==> src/rtl/core/rffu_pkg.sv <==
// rffu_pkg: shared types, widths and tables of the repulsive force field unit
// no dependencies; imported by every module of the block
`default_nettype none

package rffu_pkg;

   // frame capacity and derived widths
   localparam int MAX_POINTS   = 4096;
   localparam int CNT_W        = $clog2(MAX_POINTS) + 1;
   localparam int SUM_W        = $clog2(MAX_POINTS) + 17;
   localparam int NORM_BIT     = 29;
   localparam int NORM_W       = (SUM_W - 1 > NORM_BIT + 1) ? SUM_W - 1 : NORM_BIT + 1;
   localparam int RV_W         = 2 * NORM_W + 2;
   localparam int ROOT_W       = NORM_W + 1;
   localparam int SQRT_STEPS   = NORM_W + 1;
   localparam int FRAC_BITS    = 14;
   localparam int Q_W          = FRAC_BITS + 1;
   localparam int DIV_W        = NORM_W + FRAC_BITS + 1;
   localparam int CORDIC_STEPS = 15;
   localparam int CX_W         = 28;
   localparam int Z_W          = 18;
   localparam int STEP_W       = $clog2(SQRT_STEPS);
   localparam int NEAR_W       = 13;
   localparam int ONE_Q14      = 16384;
   localparam int QUARTER_TURN = 16384;

   // configuration register indexes
   localparam logic [2:0] CSR_RADIUS  = 3'd0;
   localparam logic [2:0] CSR_GAIN    = 3'd1;
   localparam logic [2:0] CSR_LIMIT   = 3'd2;
   localparam logic [2:0] CSR_TOL     = 3'd3;
   localparam logic [2:0] CSR_ALLOWED = 3'd4;

   typedef struct packed {
      logic               new_run;
      logic               point_valid;
      logic signed [15:0] point_x;
      logic signed [15:0] point_y;
      logic               last_point;
   } req_type;

   typedef struct packed {
      logic signed [15:0] force_x;
      logic signed [15:0] force_y;
      logic signed [15:0] velocity_x;
      logic signed [15:0] velocity_y;
      logic               area_clear;
      logic               oscillating;
      logic [12:0]        near_points;
   } rsp_type;

   typedef struct packed {
      logic [14:0] neighborhood_radius;
      logic [15:0] velocity_gain;
      logic [14:0] speed_limit;
      logic [15:0] angle_tolerance;
      logic [7:0]  allowed_reversals;
   } cfg_type;

   typedef enum logic [4:0] {
      OP_NONE,
      OP_LOAD,
      OP_POINT_SQ,
      OP_POINT_ACC,
      OP_TAIL_LOAD,
      OP_NORM_SHIFT,
      OP_SQ_X,
      OP_SQ_Y,
      OP_SQRT_STEP,
      OP_DIV_INIT,
      OP_DIV_STEP,
      OP_VEL_MUL,
      OP_VEL_CLAMP,
      OP_CORDIC_PRE,
      OP_CORDIC_STEP,
      OP_ANGLE,
      OP_RESULT
   } dp_op_type;

   typedef struct packed {
      dp_op_type         op;
      logic [STEP_W-1:0] step;
   } dp_cmd_type;

   typedef struct packed {
      logic last_point;
      logic area_clear;
      logic norm_done;
   } dp_status_type;

   typedef enum logic [4:0] {
      ST_IDLE,
      ST_SQ,
      ST_ACC,
      ST_TAIL,
      ST_NORM,
      ST_SQX,
      ST_SQY,
      ST_SQRT,
      ST_DIV_INIT,
      ST_DIV,
      ST_VMUL,
      ST_VCLAMP,
      ST_CPRE,
      ST_CORD,
      ST_ANGLE,
      ST_FINISH
   } state_type;

   // arctangent of 2^-i in 1/65536 turn
   function automatic logic [Z_W-1:0] atan_entry(input logic [STEP_W-1:0] idx);
      logic [Z_W-1:0] val;
      unique case (idx)
         5'd0:    val = Z_W'(8192);
         5'd1:    val = Z_W'(4836);
         5'd2:    val = Z_W'(2555);
         5'd3:    val = Z_W'(1297);
         5'd4:    val = Z_W'(651);
         5'd5:    val = Z_W'(326);
         5'd6:    val = Z_W'(163);
         5'd7:    val = Z_W'(81);
         5'd8:    val = Z_W'(41);
         5'd9:    val = Z_W'(20);
         5'd10:   val = Z_W'(10);
         5'd11:   val = Z_W'(5);
         5'd12:   val = Z_W'(3);
         5'd13:   val = Z_W'(1);
         5'd14:   val = Z_W'(1);
         default: val = '0;
      endcase
      return val;
   endfunction

endpackage

`default_nettype wire

==> src/rtl/core/rffu_ctrl.sv <==
// rffu_ctrl: sequencer of the repulsive force field unit
// depends on rffu_pkg; drives rffu_dp through command and status structs
`default_nettype none

module rffu_ctrl (
   input  wire                      clock,
   input  wire                      reset,
   input  wire                      req_valid,
   output logic                     req_stall,
   output logic                     rsp_valid,
   input  wire                      rsp_stall,
   input  rffu_pkg::dp_status_type  status,
   output rffu_pkg::dp_cmd_type     cmd
);
   import rffu_pkg::*;

   state_type         state_ff, state_in;
   logic [STEP_W-1:0] step_ff, step_in;
   logic              rsp_valid_ff, rsp_valid_in;

   always_ff @(posedge clock) begin
      if (reset) begin
         state_ff     <= ST_IDLE;
         step_ff      <= '0;
         rsp_valid_ff <= 1'b0;
      end else begin
         state_ff     <= state_in;
         step_ff      <= step_in;
         rsp_valid_ff <= rsp_valid_in;
      end
   end

   always_comb begin
      state_in     = state_ff;
      step_in      = step_ff;
      rsp_valid_in = rsp_valid_ff && rsp_stall;
      cmd.op       = OP_NONE;
      cmd.step     = step_ff;
      req_stall    = (state_ff != ST_IDLE);
      unique case (state_ff)
         ST_IDLE: begin
            if (req_valid) begin
               cmd.op   = OP_LOAD;
               state_in = ST_SQ;
            end
         end
         ST_SQ: begin
            cmd.op   = OP_POINT_SQ;
            state_in = ST_ACC;
         end
         ST_ACC: begin
            cmd.op   = OP_POINT_ACC;
            state_in = status.last_point ? ST_TAIL : ST_IDLE;
         end
         ST_TAIL: begin
            if (status.area_clear) begin
               state_in = ST_FINISH;
            end else begin
               cmd.op   = OP_TAIL_LOAD;
               state_in = ST_NORM;
            end
         end
         ST_NORM: begin
            if (status.norm_done) begin
               state_in = ST_SQX;
            end else begin
               cmd.op = OP_NORM_SHIFT;
            end
         end
         ST_SQX: begin
            cmd.op   = OP_SQ_X;
            state_in = ST_SQY;
         end
         ST_SQY: begin
            cmd.op   = OP_SQ_Y;
            step_in  = STEP_W'(SQRT_STEPS - 1);
            state_in = ST_SQRT;
         end
         ST_SQRT: begin
            cmd.op  = OP_SQRT_STEP;
            step_in = step_ff - 1'b1;
            if (step_ff == '0) begin
               state_in = ST_DIV_INIT;
            end
         end
         ST_DIV_INIT: begin
            cmd.op   = OP_DIV_INIT;
            step_in  = STEP_W'(Q_W - 1);
            state_in = ST_DIV;
         end
         ST_DIV: begin
            cmd.op  = OP_DIV_STEP;
            step_in = step_ff - 1'b1;
            if (step_ff == '0) begin
               state_in = ST_VMUL;
            end
         end
         ST_VMUL: begin
            cmd.op   = OP_VEL_MUL;
            state_in = ST_VCLAMP;
         end
         ST_VCLAMP: begin
            cmd.op   = OP_VEL_CLAMP;
            state_in = ST_CPRE;
         end
         ST_CPRE: begin
            cmd.op   = OP_CORDIC_PRE;
            step_in  = '0;
            state_in = ST_CORD;
         end
         ST_CORD: begin
            cmd.op  = OP_CORDIC_STEP;
            step_in = step_ff + 1'b1;
            if (step_ff == STEP_W'(CORDIC_STEPS - 1)) begin
               state_in = ST_ANGLE;
            end
         end
         ST_ANGLE: begin
            cmd.op   = OP_ANGLE;
            state_in = ST_FINISH;
         end
         ST_FINISH: begin
            if (!(rsp_valid_ff && rsp_stall)) begin
               cmd.op       = OP_RESULT;
               rsp_valid_in = 1'b1;
               state_in     = ST_IDLE;
            end
         end
         default: begin
            state_in = ST_IDLE;
         end
      endcase
   end

   assign rsp_valid = rsp_valid_ff;

endmodule

`default_nettype wire

==> config.mk <==
export PLATFORM = sky130hd
export DESIGN_NAME = rffu_ctrl
export DESIGN_NICKNAME = d
export VERILOG_FILES = /design/src/rtl/core/rffu_pkg.sv /design/src/rtl/core/rffu_ctrl.sv
export SDC_FILE = /design/constraint.sdc
export NUM_CORES = 1
export LEC_CHECK = 0
export BUFFER_PORTS_ARGS = -buffer_cell sky130_fd_sc_hd__buf_2
export CORE_MARGIN = 3
export CORE_UTILIZATION = 50
export CTS_BUF_LIST = sky130_fd_sc_hd__clkbuf_8
export CTS_CLUSTER_DIAMETER = 100
export DETAILED_ROUTE_END_ITERATION = 16
export PLACE_DENSITY = 0.74
export SYNTH_ARGS = -nofsm -noshare
export SYNTH_HDL_FRONTEND = slang
export SYNTH_SLANG_ARGS = --single-unit
==> constraint.sdc <==
create_clock -name clock -period 3 [get_ports clock]
set_input_delay 0.3 -clock clock [delete_from_list [all_inputs] [get_ports clock]]
set_output_delay 0.3 -clock clock [all_outputs]
set_load 0.01 [all_outputs]
==> impl_results.md <==
* Status: completed
* Share of layout cells above drive strength 1 at 0.2158
* Number of remaining DRC errors at 0
* Setup Skew at 0.004097 ns
* Hold Crit Class: input port to flop
* Worst Path Buf+Inv at 0
* Rows at 14
* Final Max Tran Viols at 0
* Total core area at 1612 um2
* Total gr overflow at 0
* CP Class: flop to flop
* Relative slew slack at 0.6033
* Longest Clk Path Bufs at 2
* Commonest cells after routing, fill and taps aside: 18 x buf_2, 12 x a21oi_1, 12 x nor2_1, 10 x dfxtp_1
* # setup viols final at 0
* Setup Fix Bufs, Post-CTS at 0
* Crit path max-delay family: simple AND/OR/NAND/NOR gates
* Required @ worst endpoint at 3.13 ns
* Slowest stage delay, CP at 0.39 ns
* Number of max-cap violations at 0
* TritonCTS clock tree: done
* Fmax at 470.7 MHz
* Die height at 48.63 um
* Crit-path cells: nand4b_1 -> ha_1 -> nor2b_1 -> o21a_1 -> or2_2 -> mux2i_1 -> a211o_1
* Clock Sinks at 10
* Die area at 2364 um2
* Worst Setup Start Kind: flop
* Final wirelength at 2422 um
* Final worst slack at 0.8755 ns
* Vias at 969
* Initial antenna violation count at 0
* Worst vdd ir at 0.1516 mV
* 1st-pass router iterations at 4
* Critical Path AT at 2.26 ns
* Largest net degree at the start of global routing at 23
* Slew of the pin with the lowest slew margin at 0.5938 ns
* Mean Syn Cell Area at 7.326 um2
* CP max stage cell: ha_1
* Vias per cell at 5.945
* Post-Synthesis Cell Area at 908.4 um2
* Synth Instances at 124
* CTS buffer count at 3
* Initial DRC Count at 24
* Setup tns final at 0 ns
* Setup crit end kind: flop
* Placer congestion estimate at 0.8552
* N_diodes at 0
* Commonest non-fill, non-tap cell in the layout: buf_2
* Worst skew pair latency at 0.24 ns
* # hold bufs at CTS at 0
* Non-filler cells, final at 163
* Static Leak at 0.0004588 uW
* Clk root buf: clkbuf_8
* First-pass GRT wire length at 3988 um
* Power Dens Cells at 389.9 nW/um2
* Wirelength per Cell at 14.86 um
* Final min period at 2.124 ns
* Hold Slack at 0.3971 ns
* Unique cell type count in the Yosys netlist at 41
* Syn Nets at 136
* RSZ-0062 raised after global routing: false
* Clock-pin transition on the worst setup and hold timing paths at 0.05 ns
* Port bufs at 18
* Post-synthesis sequential area ratio at 0.2204
* Die extent in x at 48.63 um
* Initial core utilization at 0.5637
* Dpl cells at 159
* NumNets Final at 152
* Area growth, synth to finish at 17.77%
* Worst slack, placed at 0.8895 ns
* Post-cts gate resize count at 0
* I/O pins at 19
* Fin crit share at 0.7082
* Ys Warns at 0
* H-tree levels at 1
* Vias in the first global route at 821
* Crit Path Max Fanout at 6
* HPWL after detailed placement at 1633 um
* GRT Total Usage at 0.2139
* Post-route ant nets at 0
* #FFs+latches synth at 10
* Hold Violations, Final at 0
flip-flops by register name (all words and copies together) (netlist names):
register	flops
step_ff	5
rsp_valid	1
state_ff	4
worst register-to-register path, cell delays in order (launching register included):
cell and delay (ns):
dfxtp_1 0.30, nand4b_1 0.33, ha_1 0.39, nor2b_1 0.13, o21a_1 0.17, or2_2 0.30, mux2i_1 0.13, a211o_1 0.26
synthesized netlist by cell type (all sizes together):
| library cell | number | area share |
|---|---|---|
| o221ai | 1 | 0.017 |
| inv | 8 | 0.033 |
| dfxtp | 10 | 0.22 |
| o2111ai | 3 | 0.036 |
| a211oi | 5 | 0.041 |
| or4 | 1 | 0.012 |
| clkbuf | 7 | 0.030 |
| mux2i | 4 | 0.044 |
| nand2b | 1 | 0.0069 |
| xnor2 | 2 | 0.019 |
| or2b | 1 | 0.0083 |
| xor2 | 2 | 0.019 |
| nand4 | 3 | 0.021 |
| nor2 | 12 | 0.050 |
| nand4b | 1 | 0.0096 |
| a41o | 1 | 0.011 |
| o21a | 2 | 0.017 |
| o21bai | 1 | 0.0083 |
| nand3 | 5 | 0.028 |
| nand2 | 8 | 0.033 |
| o31ai | 1 | 0.0083 |
| o21ai | 5 | 0.028 |
| and3b | 1 | 0.0096 |
| fa | 1 | 0.022 |
| nor2b | 2 | 0.014 |
| a2111oi | 1 | 0.0096 |
| nor3 | 7 | 0.039 |
| nor4 | 1 | 0.0069 |
| ha | 4 | 0.055 |
| buf | 4 | 0.018 |
| a21oi | 12 | 0.066 |
| a211o | 1 | 0.0096 |
| nor3b | 1 | 0.0083 |
| a31oi | 1 | 0.0069 |
| o32ai | 1 | 0.0096 |
| o2111a | 1 | 0.012 |
| or2 | 2 | 0.014 |
where the power goes:
| part | switching [uW] | total (uW) | leakage, uW | internal, uW |
|---|---|---|---|---|
| combinational | 60.4 | 99.8 | 0.000349 | 39.4 |
| clock | 59.0 | 175 | 0.0000288 | 116 |
| sequential | 4.36 | 142 | 0.0000810 | 138 |
| total | 124 | 417 | 0.000459 | 293 |
metal layers:
layer  vias to the layer above  track usage  share of wire
met3                         3      0.02761          0.047
met1                       448       0.2817           0.46
met4                         0      0.08531          0.011
li1                        485            -              -
met2                        33       0.3507           0.48
met5                         -            0              0
layout make-up:
type | instances | area, um2
tap | 24 | 30.03
timing repair buffer | 22 | 120.1
fill | 156 | 541.8
sequential | 10 | 200.2
inverter | 8 | 30.03
clock buffer | 4 | 55.05
multi-input combinational | 95 | 634.4
stage by stage:
step,cell area [um2],utilization,power [uW]
after floorplan,908.4,-,213.7
after global placement,1015,0.6297,241.6
after detailed placement,1015,0.6297,243.5
after CTS,1070,0.6638,417.2
after global routing,1070,0.6638,435.6
final,1070,0.6638,417.1
cell families (layout without fill, tap and decap cells):
kind of cell | after synthesis | after routing | synth area share
mux | 4 | 4 | 0.04408
compound gates | 36 | 36 | 0.2796
buf+inv | 19 | 34 | 0.08126
simple gates | 46 | 46 | 0.2590
xor+xnor | 4 | 4 | 0.03857
fa+ha+maj | 5 | 5 | 0.07714
flops | 10 | 10 | 0.2204
worst paths after layout:
check / slack, ns / cells past startpoint / endpoint / start
worst max-delay path: 0.88 / 7 / step_ff[4] / state_ff[1]
worst min-delay path: 0.40 / 2 / state_ff[0] / reset
worst max register to register: 0.88 / 7 / step_ff[4] / state_ff[1]
worst min register to register: 0.59 / 2 / rsp_valid / rsp_valid
(Power assumes the default switching activity.)
